==> src/hdl/tmn_pkg.sv <==
package tmn_pkg;

    // Sample and window geometry.
    localparam int SAMPLE_W       = 12;
    localparam int CHANNELS       = 4;
    localparam int CH_W           = $clog2(CHANNELS);
    localparam int WINDOW_SAMPLES = 5;
    localparam int CNT_W          = $clog2(WINDOW_SAMPLES);
    localparam int SUM_W          = SAMPLE_W + CNT_W;
    localparam int TRIM_DIV       = WINDOW_SAMPLES - 2;

    // Reciprocal of the trimmed sample count, used for the mean.
    localparam int RECIP_SHIFT = SUM_W;
    localparam int RECIP_W     = SUM_W + 1;
    localparam int PROD_W      = SUM_W + RECIP_W;
    localparam logic [RECIP_W-1:0] RECIP_MULT = RECIP_W'((64'd1 << RECIP_SHIFT) / TRIM_DIV);

    // Output scaling: 0 to 500 with four fraction bits.
    localparam int LEVEL_W       = 13;
    localparam int FULL_SCALE    = 8000;
    localparam int NUM_W         = SAMPLE_W + LEVEL_W;
    localparam int STEP_W        = $clog2(LEVEL_W);
    localparam int CEILING_RESET = 3800;

    // Queue between the front and back parts.
    localparam int QUEUE_DEPTH = 2;
    localparam int QPTR_W      = $clog2(QUEUE_DEPTH);
    localparam int QCNT_W      = $clog2(QUEUE_DEPTH + 1);

    // Port widths.
    localparam int CFG_IDX_W  = 3;
    localparam int IN_DATA_W  = CHANNELS * SAMPLE_W;
    localparam int OUT_DATA_W = ((CHANNELS * LEVEL_W + 7) / 8) * 8;

    // Configuration register map.
    typedef enum logic [CFG_IDX_W-1:0] {
        REG_LEFT_FLOOR,
        REG_LEFT_CEILING,
        REG_RIGHT_FLOOR,
        REG_RIGHT_CEILING,
        REG_LDIAG_FLOOR,
        REG_LDIAG_CEILING,
        REG_RDIAG_FLOOR,
        REG_RDIAG_CEILING
    } t_cfg_reg;

    // One finished window: per channel sum, largest and smallest sample.
    typedef struct packed {
        logic [CHANNELS-1:0][SUM_W-1:0]    sum;
        logic [CHANNELS-1:0][SAMPLE_W-1:0] peak;
        logic [CHANNELS-1:0][SAMPLE_W-1:0] trough;
    } t_window;

    typedef struct packed {
        logic full;
        logic empty;
    } t_queue_status;

    typedef enum logic [2:0] {
        BK_IDLE,
        BK_TRIM,
        BK_RECIP,
        BK_FIX,
        BK_SCALE,
        BK_DIV,
        BK_EMIT
    } t_back_state;

endpackage

==> src/hdl/tmn_front.sv <==
module tmn_front
    import tmn_pkg::*;
(
    input  logic                 i_clk,
    input  logic                 i_rst_n,
    input  logic                 i_s_tvalid,
    output logic                 o_s_tready,
    // left_sample, right_sample, left_diag_sample, right_diag_sample
    input  logic [IN_DATA_W-1:0] i_s_tdata,
    input  t_queue_status        i_queue,
    output logic                 o_push,
    output t_window              o_entry
);

    logic [CNT_W-1:0]                  r_count, n_count;
    logic [CHANNELS-1:0][SUM_W-1:0]    r_sum, n_sum;
    logic [CHANNELS-1:0][SAMPLE_W-1:0] r_peak, n_peak;
    logic [CHANNELS-1:0][SAMPLE_W-1:0] r_trough, n_trough;
    logic                              first_item;
    logic                              last_item;
    logic                              accept;

    // Window bookkeeping; the last item of a window needs room in the queue.
    always_comb begin
        first_item = (r_count == '0);
        last_item  = (r_count == CNT_W'(WINDOW_SAMPLES - 1));
        o_s_tready = !(last_item && i_queue.full);
        accept     = i_s_tvalid && o_s_tready;
        n_count    = last_item ? '0 : r_count + 1'b1;
    end

    // Running sum, maximum and minimum per channel.
    always_comb begin
        for (int c = 0; c < CHANNELS; c++) begin
            if (first_item) begin
                n_sum[c]    = SUM_W'(i_s_tdata[c*SAMPLE_W +: SAMPLE_W]);
                n_peak[c]   = i_s_tdata[c*SAMPLE_W +: SAMPLE_W];
                n_trough[c] = i_s_tdata[c*SAMPLE_W +: SAMPLE_W];
            end else begin
                n_sum[c]    = r_sum[c] + SUM_W'(i_s_tdata[c*SAMPLE_W +: SAMPLE_W]);
                n_peak[c]   = (i_s_tdata[c*SAMPLE_W +: SAMPLE_W] > r_peak[c]) ?
                              i_s_tdata[c*SAMPLE_W +: SAMPLE_W] : r_peak[c];
                n_trough[c] = (i_s_tdata[c*SAMPLE_W +: SAMPLE_W] < r_trough[c]) ?
                              i_s_tdata[c*SAMPLE_W +: SAMPLE_W] : r_trough[c];
            end
        end
    end

    // A completed window goes to the queue on its last transfer.
    assign o_push         = accept && last_item;
    assign o_entry.sum    = n_sum;
    assign o_entry.peak   = n_peak;
    assign o_entry.trough = n_trough;

    always_ff @(posedge i_clk) begin
        if (!i_rst_n) begin
            r_count <= '0;
        end else if (accept) begin
            r_count <= n_count;
        end
    end

    always_ff @(posedge i_clk) begin
        if (accept) begin
            r_sum    <= n_sum;
            r_peak   <= n_peak;
            r_trough <= n_trough;
        end
    end

endmodule

==> src/hdl/tmn_queue.sv <==
module tmn_queue
    import tmn_pkg::*;
(
    input  logic          i_clk,
    input  logic          i_rst_n,
    input  logic          i_push,
    input  t_window       i_entry,
    input  logic          i_pop,
    output t_queue_status o_status,
    output t_window       o_head
);

    t_window           r_store [QUEUE_DEPTH];
    logic [QPTR_W-1:0] r_wr_ptr;
    logic [QPTR_W-1:0] r_rd_ptr;
    logic [QCNT_W-1:0] r_fill;

    function automatic logic [QPTR_W-1:0] ptr_next(input logic [QPTR_W-1:0] ptr);
        return (ptr == QPTR_W'(QUEUE_DEPTH - 1)) ? '0 : ptr + 1'b1;
    endfunction

    assign o_status.full  = (r_fill == QCNT_W'(QUEUE_DEPTH));
    assign o_status.empty = (r_fill == '0);
    assign o_head         = r_store[r_rd_ptr];

    // Pointer and fill tracking.
    always_ff @(posedge i_clk) begin
        if (!i_rst_n) begin
            r_wr_ptr <= '0;
            r_rd_ptr <= '0;
            r_fill   <= '0;
        end else begin
            if (i_push) begin
                r_wr_ptr <= ptr_next(r_wr_ptr);
            end
            if (i_pop) begin
                r_rd_ptr <= ptr_next(r_rd_ptr);
            end
            if (i_push && !i_pop) begin
                r_fill <= r_fill + 1'b1;
            end else if (i_pop && !i_push) begin
                r_fill <= r_fill - 1'b1;
            end
        end
    end

    // Window storage.
    always_ff @(posedge i_clk) begin
        if (i_push) begin
            r_store[r_wr_ptr] <= i_entry;
        end
    end

endmodule

==> src/hdl/tmn_back.sv <==
module tmn_back
    import tmn_pkg::*;
(
    input  logic                              i_clk,
    input  logic                              i_rst_n,
    input  t_queue_status                     i_queue,
    input  t_window                           i_head,
    output logic                              o_pop,
    input  logic [CHANNELS-1:0][SAMPLE_W-1:0] i_floor,
    input  logic [CHANNELS-1:0][SAMPLE_W-1:0] i_ceiling,
    output logic                              o_m_tvalid,
    input  logic                              i_m_tready,
    // left_level, right_level, left_diag_level, right_diag_level, zero fill
    output logic [OUT_DATA_W-1:0]             o_m_tdata
);

    t_back_state                      r_state, n_state;
    logic [CH_W-1:0]                  r_ch, n_ch;
    logic [SUM_W-1:0]                 r_rest, n_rest;
    logic [PROD_W-1:0]                r_prod, n_prod;
    logic [SAMPLE_W-1:0]              r_mean, n_mean;
    logic [SAMPLE_W-1:0]              r_rem, n_rem;
    logic [SAMPLE_W-1:0]              r_den, n_den;
    logic [LEVEL_W-1:0]               r_quo, n_quo;
    logic [STEP_W-1:0]                r_step, n_step;
    logic [CHANNELS-1:0][LEVEL_W-1:0] r_level, n_level;
    logic                             r_out_valid, n_out_valid;
    logic [OUT_DATA_W-1:0]            r_out_data, n_out_data;

    logic [SUM_W-1:0]    q_est;
    logic [SUM_W-1:0]    q_rem;
    logic [SUM_W-1:0]    q_mean;
    logic [SAMPLE_W-1:0] lo;
    logic [SAMPLE_W-1:0] hi;
    logic [NUM_W-1:0]    num;
    logic [SAMPLE_W:0]   shifted;
    logic [SAMPLE_W:0]   trial;
    logic                fits;
    logic                fin;
    logic [LEVEL_W-1:0]  fin_level;

    // Datapath helpers shared by several states.
    always_comb begin
        q_est   = SUM_W'(r_prod >> RECIP_SHIFT);
        q_rem   = r_rest - SUM_W'(q_est * SUM_W'(TRIM_DIV));
        q_mean  = (q_rem >= SUM_W'(TRIM_DIV)) ? q_est + 1'b1 : q_est;
        lo      = i_floor[r_ch];
        hi      = i_ceiling[r_ch];
        num     = NUM_W'(r_mean - lo) * NUM_W'(FULL_SCALE);
        shifted = {r_rem, r_quo[LEVEL_W-1]};
        fits    = (shifted >= {1'b0, r_den});
        trial   = shifted - {1'b0, r_den};
    end

    // Sequencer: per channel trim, mean, scale, then a one-bit-a-cycle divide when the mean is in range.
    always_comb begin
        n_state     = r_state;
        n_ch        = r_ch;
        n_rest      = r_rest;
        n_prod      = r_prod;
        n_mean      = r_mean;
        n_rem       = r_rem;
        n_den       = r_den;
        n_quo       = r_quo;
        n_step      = r_step;
        n_level     = r_level;
        n_out_valid = r_out_valid;
        n_out_data  = r_out_data;
        o_pop       = 1'b0;
        fin         = 1'b0;
        fin_level   = '0;

        // The output slot empties on a transfer.
        if (r_out_valid && i_m_tready) begin
            n_out_valid = 1'b0;
        end

        unique case (r_state)
            BK_IDLE: begin
                if (!i_queue.empty) begin
                    n_ch    = '0;
                    n_state = BK_TRIM;
                end
            end
            BK_TRIM: begin
                n_rest  = i_head.sum[r_ch] - SUM_W'(i_head.peak[r_ch])
                          - SUM_W'(i_head.trough[r_ch]);
                n_state = BK_RECIP;
            end
            BK_RECIP: begin
                n_prod  = PROD_W'(r_rest) * PROD_W'(RECIP_MULT);
                n_state = BK_FIX;
            end
            BK_FIX: begin
                n_mean  = q_mean[SAMPLE_W-1:0];
                n_state = BK_SCALE;
            end
            BK_SCALE: begin
                if (r_mean <= lo) begin
                    fin       = 1'b1;
                    fin_level = '0;
                end else if (hi <= lo || r_mean >= hi) begin
                    fin       = 1'b1;
                    fin_level = LEVEL_W'(FULL_SCALE);
                end else begin
                    // Below the ceiling the quotient fits the level width.
                    n_rem   = num[NUM_W-1:LEVEL_W];
                    n_quo   = num[LEVEL_W-1:0];
                    n_den   = hi - lo;
                    n_step  = '0;
                    n_state = BK_DIV;
                end
            end
            BK_DIV: begin
                n_rem  = fits ? trial[SAMPLE_W-1:0] : shifted[SAMPLE_W-1:0];
                n_quo  = {r_quo[LEVEL_W-2:0], fits};
                n_step = r_step + 1'b1;
                if (r_step == STEP_W'(LEVEL_W - 1)) begin
                    fin       = 1'b1;
                    fin_level = {r_quo[LEVEL_W-2:0], fits};
                end
            end
            BK_EMIT: begin
                if (!r_out_valid || i_m_tready) begin
                    n_out_valid = 1'b1;
                    n_out_data  = '0;
                    for (int c = 0; c < CHANNELS; c++) begin
                        n_out_data[c*LEVEL_W +: LEVEL_W] = r_level[c];
                    end
                    o_pop   = 1'b1;
                    n_state = BK_IDLE;
                end
            end
            default: begin
                n_state = BK_IDLE;
            end
        endcase

        // A channel is done: store its level and move on.
        if (fin) begin
            n_level[r_ch] = fin_level;
            if (r_ch == CH_W'(CHANNELS - 1)) begin
                n_state = BK_EMIT;
            end else begin
                n_ch    = r_ch + 1'b1;
                n_state = BK_TRIM;
            end
        end
    end

    always_ff @(posedge i_clk) begin
        if (!i_rst_n) begin
            r_state     <= BK_IDLE;
            r_ch        <= '0;
            r_step      <= '0;
            r_out_valid <= 1'b0;
        end else begin
            r_state     <= n_state;
            r_ch        <= n_ch;
            r_step      <= n_step;
            r_out_valid <= n_out_valid;
        end
    end

    always_ff @(posedge i_clk) begin
        r_rest     <= n_rest;
        r_prod     <= n_prod;
        r_mean     <= n_mean;
        r_rem      <= n_rem;
        r_den      <= n_den;
        r_quo      <= n_quo;
        r_level    <= n_level;
        r_out_data <= n_out_data;
    end

    assign o_m_tvalid = r_out_valid;
    assign o_m_tdata  = r_out_data;

endmodule

==> src/hdl/trimmed_mean_normalizer.sv <==
// A window's result follows the transfer of its last item: a dispatch state, then per channel
// the trim, reciprocal, fix and scale states, the divide when the mean is in range, and an emit.
// Items are taken one per cycle, but the last item of a window waits while the two-window queue
// is full; the back end takes one window at a time, its pace set by the single one-bit-per-cycle
// divider that the four channels share.
// Reset (synchronous, active low) empties the window, the queue and the output; floors go to 0.
module trimmed_mean_normalizer
    import tmn_pkg::*;
(
    input  logic                  i_clk,
    input  logic                  i_rst_n,
    input  logic                  i_s_tvalid,
    output logic                  o_s_tready,
    // left_sample, right_sample, left_diag_sample, right_diag_sample
    input  logic [IN_DATA_W-1:0]  i_s_tdata,
    output logic                  o_m_tvalid,
    input  logic                  i_m_tready,
    // left_level, right_level, left_diag_level, right_diag_level, zero fill
    output logic [OUT_DATA_W-1:0] o_m_tdata,
    input  logic                  i_cfg_valid,
    output logic                  o_cfg_ready,
    input  logic [CFG_IDX_W-1:0]  i_cfg_index,
    input  logic [SAMPLE_W-1:0]   i_cfg_data
);

    logic [CHANNELS-1:0][SAMPLE_W-1:0] r_floor;
    logic [CHANNELS-1:0][SAMPLE_W-1:0] r_ceiling;
    logic                              w_push;
    logic                              w_pop;
    t_window                           w_entry;
    t_window                           w_head;
    t_queue_status                     w_status;

    // Configuration registers, always ready for a transfer.
    assign o_cfg_ready = 1'b1;

    always_ff @(posedge i_clk) begin
        if (!i_rst_n) begin
            for (int c = 0; c < CHANNELS; c++) begin
                r_floor[c]   <= '0;
                r_ceiling[c] <= SAMPLE_W'(CEILING_RESET);
            end
        end else if (i_cfg_valid && o_cfg_ready) begin
            unique case (t_cfg_reg'(i_cfg_index))
                REG_LEFT_FLOOR:    r_floor[0]   <= i_cfg_data;
                REG_LEFT_CEILING:  r_ceiling[0] <= i_cfg_data;
                REG_RIGHT_FLOOR:   r_floor[1]   <= i_cfg_data;
                REG_RIGHT_CEILING: r_ceiling[1] <= i_cfg_data;
                REG_LDIAG_FLOOR:   r_floor[2]   <= i_cfg_data;
                REG_LDIAG_CEILING: r_ceiling[2] <= i_cfg_data;
                REG_RDIAG_FLOOR:   r_floor[3]   <= i_cfg_data;
                REG_RDIAG_CEILING: r_ceiling[3] <= i_cfg_data;
                default: ;
            endcase
        end
    end

    tmn_front u_front (
        .i_clk      (i_clk),
        .i_rst_n    (i_rst_n),
        .i_s_tvalid (i_s_tvalid),
        .o_s_tready (o_s_tready),
        .i_s_tdata  (i_s_tdata),
        .i_queue    (w_status),
        .o_push     (w_push),
        .o_entry    (w_entry)
    );

    tmn_queue u_queue (
        .i_clk    (i_clk),
        .i_rst_n  (i_rst_n),
        .i_push   (w_push),
        .i_entry  (w_entry),
        .i_pop    (w_pop),
        .o_status (w_status),
        .o_head   (w_head)
    );

    tmn_back u_back (
        .i_clk      (i_clk),
        .i_rst_n    (i_rst_n),
        .i_queue    (w_status),
        .i_head     (w_head),
        .o_pop      (w_pop),
        .i_floor    (r_floor),
        .i_ceiling  (r_ceiling),
        .o_m_tvalid (o_m_tvalid),
        .i_m_tready (i_m_tready),
        .o_m_tdata  (o_m_tdata)
    );

    // The front never pushes a window into a full queue.
    a_push_not_full: assert property (@(posedge i_clk) disable iff (!i_rst_n)
        w_push |-> !w_status.full)
        else $error("window pushed into a full queue");

    // The back end only retires a window that is present.
    a_pop_not_empty: assert property (@(posedge i_clk) disable iff (!i_rst_n)
        w_pop |-> !w_status.empty)
        else $error("window popped from an empty queue");

    // Retiring a window always loads the output slot.
    a_pop_loads_output: assert property (@(posedge i_clk) disable iff (!i_rst_n)
        w_pop |=> o_m_tvalid)
        else $error("window retired without a result");

    // Every delivered level stays within full scale.
    a_level_range: assert property (@(posedge i_clk) disable iff (!i_rst_n)
        o_m_tvalid |-> (o_m_tdata[0*LEVEL_W +: LEVEL_W] <= LEVEL_W'(FULL_SCALE)) &&
                       (o_m_tdata[1*LEVEL_W +: LEVEL_W] <= LEVEL_W'(FULL_SCALE)) &&
                       (o_m_tdata[2*LEVEL_W +: LEVEL_W] <= LEVEL_W'(FULL_SCALE)) &&
                       (o_m_tdata[3*LEVEL_W +: LEVEL_W] <= LEVEL_W'(FULL_SCALE)))
        else $error("level above full scale");

endmodule

==> config.mk <==
export PLATFORM = sky130hd
export DESIGN_NAME = trimmed_mean_normalizer
export DESIGN_NICKNAME = d
export VERILOG_FILES = /design/src/hdl/tmn_pkg.sv /design/src/hdl/tmn_front.sv /design/src/hdl/tmn_queue.sv /design/src/hdl/tmn_back.sv /design/src/hdl/trimmed_mean_normalizer.sv
export SDC_FILE = /design/constraint.sdc
export NUM_CORES = 2
export LEC_CHECK = 0
export BUFFER_PORTS_ARGS = -buffer_cell sky130_fd_sc_hd__buf_4
export CAP_MARGIN = 10
export CORE_MARGIN = 2
export CORE_UTILIZATION = 60
export CTS_BUF_LIST = sky130_fd_sc_hd__clkbuf_16
export DETAILED_ROUTE_END_ITERATION = 6
export PLACE_DENSITY_LB_ADDON = 0.15
export SLEW_MARGIN = 0
export SYNTH_ARGS = -nofsm -noshare
export SYNTH_HDL_FRONTEND = slang
export SYNTH_HIERARCHICAL = 1
export SYNTH_SLANG_ARGS = --single-unit
==> constraint.sdc <==
create_clock -name i_clk -period 15.19 [get_ports i_clk]
set_input_delay 1.519 -clock i_clk [delete_from_list [all_inputs] [get_ports i_clk]]
set_output_delay 1.519 -clock i_clk [all_outputs]
set_load 0.005 [all_outputs]
## After elaboration in Yosys (flattened, before gate mapping)

Memory sizes are Yosys's and may differ from the RTL's. A register that Yosys moved wholly into a read port is not among the register bits.
Index checks and enable logic that the tools add are counted.

- Register bits: 465
- Output and inout bits: 59
- Memories kept: 1
- RAM bits: 312
- Logic and storage cells: 210
- Input port bits: 68

- Add/sub/neg operators: 18
- Multipliers: 3
- Eq/ne operators: 24
- Order comparisons: 15
- Bitwise operators: 2
- Mux-type cells: 77
- Reduce and logical (&&, ||, !) cells: 31

Memories:

| name | depth | width | read ports | clocked after Yosys merged registers in | write ports | line | RTL |
|---|---|---|---|---|---|---|---|
| u_queue.r_store | 2 | 156 | 1 | 1 | 1 | tmn_queue.sv:13 | `t_window r_store [QUEUE_DEPTH];` |

Operators with widths:

| cell | number |
|---|---|
| 12-bit two-way mux | 24 |
| 12-bit binary-select mux with 2-bit select | 4 |
| 13-bit two-way mux | 6 |
| 15-bit two-way mux | 5 |
| 15-bit by 12-bit adder with 15-bit output | 4 |
| 52-bit bitwise mux | 1 |
| 13-bit one-hot mux with 2 select lines | 2 |
| 12-bit > comparator | 4 |
| 12-bit less-than comparator | 4 |
| 15-bit binary-select mux with 2-bit select | 1 |
| 15-bit by 12-bit subtractor with 15-bit output | 2 |
| 15-bit by 13-bit multiplier with 28-bit output, second input constant | 1 |
| 13-bit demux with 2-bit select | 1 |
| 25-bit by 7-bit multiplier with 19-bit output, second input constant | 1 |
| 3-bit equality test, second input constant | 8 |
| 12-bit less-or-equal comparator | 2 |
| 12-bit one-hot mux with 2 select lines | 1 |
| 12-bit subtractor | 2 |
| 3-bit two-way mux | 7 |
| 3-bit one-hot mux with 7 select lines | 1 |
| 2-bit AND reduction | 9 |
| 15-bit by 2-bit greater-or-equal comparator with 1-bit output, second input constant | 1 |
| 14-bit by 2-bit multiplier with 15-bit output, second input constant | 1 |
| 15-bit subtractor | 1 |
| 34 further kinds | 77 |

## Longest topological paths before layout

- Word-level depth: 9
- Depth in mapped cells: 31
- Depth with buffers taken out: 28

## Modules after synthesis

The synthesis kept the hierarchy.

Modules (own cells, without submodules):

| module | times used | cells each | area each (um^2) | seq. area each (um^2) |
|---|---|---|---|---|
| tmn_back | 1 | 1542 | 17292.8 | 5665.4 |
| tmn_front | 1 | 1118 | 11671.2 | 4744.6 |
| tmn_queue | 1 | 507 | 11528.6 | 9469.1 |
| trimmed_mean_normalizer | 1 | 339 | 3593.4 | 1921.8 |

## Worst setup path after synthesis

OpenSTA, ideal clock, no wires.

- Path type: input -> register
- Start point: input i_s_tvalid
- End point: memory u_queue/r_store[0][0] (netlist name) (enable)
- Data arrival time: 8.656 ns
- Path slack: 5.842 ns
- Stages: 3
- Library setup time: 0.692 ns
- Path buffers: 0
- Data required time: 14.498 ns
- Cells stage by stage: nand2_1 -> nor2_1 -> nor2b_1

- Word-level cells in the longest chain between the ends: 4

RTL lines:

| item | line | RTL |
|---|---|---|
| start, declared | trimmed_mean_normalizer.sv:12 | `input logic i_s_tvalid,` |
| 1-bit logical AND | tmn_front.sv:28 | `accept = i_s_tvalid && o_s_tready;` |
| 1-bit logical AND | tmn_front.sv:50 | `assign o_push = accept && last_item;` |
| named net w_push | trimmed_mean_normalizer.sv:28 | `logic w_push;` |
| 1-bit two-way mux | tmn_queue.sv:49 | `if (i_push) begin` |
| 1-bit two-way mux (implied by the code) | tmn_queue.sv:50 | `r_store[r_wr_ptr] <= i_entry;` |
| end, declared | tmn_queue.sv:13 |  |

The timed path passes the listed nets, and every way through them passes these cells.

## Final worst setup path

- Start point: register u_back.r_ch[0]
- End point: register u_back.r_rem[10] (data pin)

- Word-level cells in the longest chain between the ends: 7

RTL lines:

| item | line | RTL |
|---|---|---|
| start, declared | tmn_back.sv:18 | `logic [CH_W-1:0] r_ch, n_ch;` |
| start signal, assigned | tmn_back.sv:159 | `r_ch <= n_ch;` |
| 12-bit binary-select mux with 2-bit select | tmn_back.sv:47 | `lo = i_floor[r_ch];` |
| 12-bit two-way mux (implied by the code) | tmn_back.sv:47 |  |
| 12-bit by 12-bit subtractor with 13-bit output | tmn_back.sv:49 | `num = NUM_W'(r_mean - lo) * NUM_W'(FULL_SCALE);` |
| 25-bit by 7-bit multiplier with 19-bit output | tmn_back.sv:49 |  |
| 12-bit two-way mux | tmn_back.sv:102 | `end else if (hi <= lo \|\| r_mean >= hi) begin` |
| 12-bit two-way mux | tmn_back.sv:99 | `if (r_mean <= lo) begin` |
| 12-bit one-hot mux with 2 select lines | tmn_back.sv:78 | `unique case (r_state)` |
| named net u_back.n_rem[10] | tmn_back.sv:22 | `logic [SAMPLE_W-1:0] r_rem, n_rem;` |
| end signal, assigned | tmn_back.sv:169 | `r_rem <= n_rem;` |
| end, declared | tmn_back.sv:22 |  |

The timed path passes the listed nets, and every way through them passes these cells. The select of a mux whose other input is x is not followed.
A chain may end at the register's enable or synchronous reset.

==> results.json <==
{
  "yosysTopAreaCell": "edfxtp_1",
  "diodes": 0,
  "ys_ff_latch": 764,
  "crit_end": "u_back/r_rem[10]",
  "hpwl_mm": 76.4,
  "worstPathRequired_ns": 15.56,
  "insertion_delay_ns": 0.65,
  "ys.flop_type": "edfxtp_1",
  "synth_cell_types": 86,
  "max_freq_ghz": 0.121,
  "whs_ns": 0.419,
  "die-area_um2": 75700,
  "fin_crit_ns": 8.27,
  "yosysSeqAreaShare_pct": 49.5,
  "drive_gt1_share_pct": 16.4,
  "grt-ovfl-total": 0,
  "worst_path_max_delay_cell": "xor2_1",
  "cp.arrival_ns": 8.64,
  "h-tree-depth": 3,
  "netSwitchingPower_w": 0.00141,
  "r2r-start": "u_back/r_ch[0]",
  "ioPinCount": 127,
  "worstReg2RegEnd": "u_back/r_rem[10]",
  "syn_to_final_growth_pct": 10.2,
  "outcome": "finished, final reports clean",
  "cts.sinks": 764,
  "regToRegSetupSlack_ns": 6.92,
  "startpoint_type": "register",
  "multi_input_area_um2": 20200,
  "cts_buffers": 81,
  "drt_iter0_drc": 2230,
  "tightest_slew_ns": 1.27,
  "synth_area_leaders": "edfxtp_1 44%, ha_1 9.7%, fa_1 5.6%, mux2_2 5.5%, dfxtp_1 5.2%",
  "grt.total_usage_pct": 27.5,
  "crit_path_max_fanout": 24,
  "rsz0062_at_grt": "false",
  "seqCellArea_um2": 21800,
  "power_density_nw_per_um2": 110,
  "layout_commonest_cell": "edfxtp_1",
  "layout_common_cells": "650 x edfxtp_1, 393 x inv_1, 341 x ha_1",
  "cts_tree": "built",
  "clock_skew_ns": 0.0350,
  "netlist.area_leader.share_pct": 44.3,
  "synth_cells": 3506,
  "grt_pass1_wl_mm": 159,
  "die_x_um": 275,
  "cts_resized": 0,
  "post-cts-setup-buffers": 0,
  "drtAntennaViolNets": 0,
  "cp-startpoint": "u_back/r_ch[0]",
  "place_congestion": 0.904,
  "drc": 0,
  "max_stage_delay_ns": 0.77,
  "timing.final.crit_share_pct": 54.5,
  "die_h_um": 275,
  "drv_slew": 0,
  "routedWlPerCell_um": 22.2,
  "firstDrtPassIters": 6,
  "num_rows": 99,
  "cap_viol_max_count": 0,
  "clockBufferDepth": 3,
  "core-area_um2": 72800,
  "antenna_found_initial": 1,
  "hold_buffers": 0,
  "start_util_pct": 60.5,
  "final-setup-viol-count": 0,
  "synthArstFlopShare_pct": 0,
  "yosysWarnings": 6,
  "crit_top_cell": "inv_1",
  "critPathKind": "register to register",
  "end_kind": "register",
  "finalHoldViolations": 0,
  "drt-vias-per-instance": 5.99,
  "power_leakage_nw": 19.7,
  "reg2reg_depth": 26,
  "port_buffers": 121,
  "ir_drop_uv": 155,
  "cts_root_buf": "clkbuf_16",
  "grt_pass1_vias": 28231,
  "setup_tns_ns": 0,
  "relSlewSlack_pct": 15.2,
  "p_clk_share_pct": 37.6,
  "power_frac_comb_pct": 17.3,
  "syn_area_um2": 44100,
  "grt_max_degree": 157,
  "worstHoldPathType": "register to register",
  "netSwitchingFraction_pct": 26.3,
  "drt_wl_total_mm": 103,
  "cts.clk_slew.worst_paths_ns": 0.06,
  "p_int_w": 0.00394,
  "vias": 27908,
  "p_seq_share_pct": 45.1,
  "final_nets": 4164,
  "hold_path_depth": 0,
  "syn_avg_cell_area_um2": 12.6,
  "synth_edf_count": 650,
  "n_fill_cell": 5295
}
state kept, by name, indices dropped and copies added (netlist names), 48 cells and up, named ones only:
register and cells:
u_queue/r_store 312, u_front/r_sum 60, r_ceiling 48, u_back/o_m_tdata 52
u_front/r_peak 48, u_back/r_level 52, u_front/r_trough 48, r_floor 48
per-layer routing:
| layer | share of wire, % | vias to the layer above | routed length, um | track usage [%] |
|---|---|---|---|---|
| met5 | 0.013 | - | 13 | 0 |
| met2 | 51 | 863 | 52200 | 48.1 |
| met3 | 4.6 | 190 | 4740 | 3.32 |
| met1 | 41 | 13847 | 42200 | 35.0 |
| li1 | - | 13006 | - | - |
| met4 | 4.1 | 2 | 4200 | 11.1 |
worst min path at each step:
stage	start	endpoint
after floorplan	u_back/r_level[0]	u_back/o_m_tdata[0]
after global placement	u_back/r_level[4]	u_back/o_m_tdata[4]
after detailed placement	u_back/r_level[16]	u_back/o_m_tdata[16]
after CTS	u_back/r_level[24]	u_back/o_m_tdata[24]
after global routing	u_back/r_level[26]	u_back/o_m_tdata[26]
final	u_back/r_level[22]	u_back/o_m_tdata[22]
critical path, delay by kind of cell, from the launching register on:
family                   cells  cell delay (ns)
AND/OR/NAND/NOR              2             0.32
multiplexers                 1             0.61
flip-flops                   1             0.57
XOR/XNOR                     2             0.94
AO/OA/AOI/OAI               10             2.28
buffers and inverters        5             0.85
adder cells (fa/ha/maj)      6             2.43
final cells by class:
cell class              count  area share (%)
clock buffers              84            4.33
clock inverters            65            1.33
inverters                 388            3.01
multi-input cells        2249            41.7
flip-flops and latches    764            44.9
well taps                 959            2.47
repair buffers            147            2.30
Yosys cell counts (all sizes together), types with 12 or more instances:
library cell and n:
nand4 38, nand2 227, xor2 51, a21oi 114, and3 37, o21ai 119
a21o 64, buf 55, mux2 225, o211ai 20, a211oi 22, xnor2 77
mux4 62, o21bai 12, o21a 21, fa 124, nor2 114, ha 341
nor2b 61, a211o 18, nand3 74, o31ai 14, inv 388, clkbuf 53
or3b 21, a22oi 26, edfxtp 650, nor3 33, or2 14, mux2i 125
a31oi 20, dfxtp 114, and2 26, nand2b 30
power by group through the flow:
stage | Combinational, W | Clock [W] | Sequential, W
after floorplan | 0.000693 | 0 | 0.00245
after global placement | 0.000874 | 0 | 0.00245
after detailed placement | 0.000910 | 0 | 0.00246
after CTS | 0.000919 | 0.00205 | 0.00241
after global routing | 0.00104 | 0.00213 | 0.00242
final | 0.000923 | 0.00201 | 0.00241
logic make-up after synthesis:
| logic type | count (synthesis) | share of synthesized area (%) |
|---|---|---|
| AO/OA/AOI/OAI | 515 | 7.71 |
| multiplexers | 412 | 11.8 |
| AND/OR/NAND/NOR | 720 | 8.27 |
| other | 2 | 0.0170 |
| buffers and inverters | 496 | 4.73 |
| adder cells (fa/ha/maj) | 468 | 15.4 |
| XOR/XNOR | 129 | 2.61 |
| flip-flops | 764 | 49.5 |
metrics by stage:
| step | instance area, um^2 | cells | setup slack (ns) | utilization [%] | total power [W] |
|---|---|---|---|---|---|
| floorplan | 44100 | 3509 | 5.84 | - | 0.00314 |
| global placement | 45800 | 4506 | 6.91 | 62.9 | 0.00333 |
| detailed placement | 45800 | 4506 | 6.89 | 62.9 | 0.00337 |
| CTS | 48600 | 4655 | 6.87 | 66.7 | 0.00538 |
| global route | 48600 | 4656 | 6.19 | 66.7 | 0.00559 |
| finish | 48600 | 4656 | 6.92 | 66.7 | 0.00535 |
No activity file was read; power rests on OpenSTA's default activity.
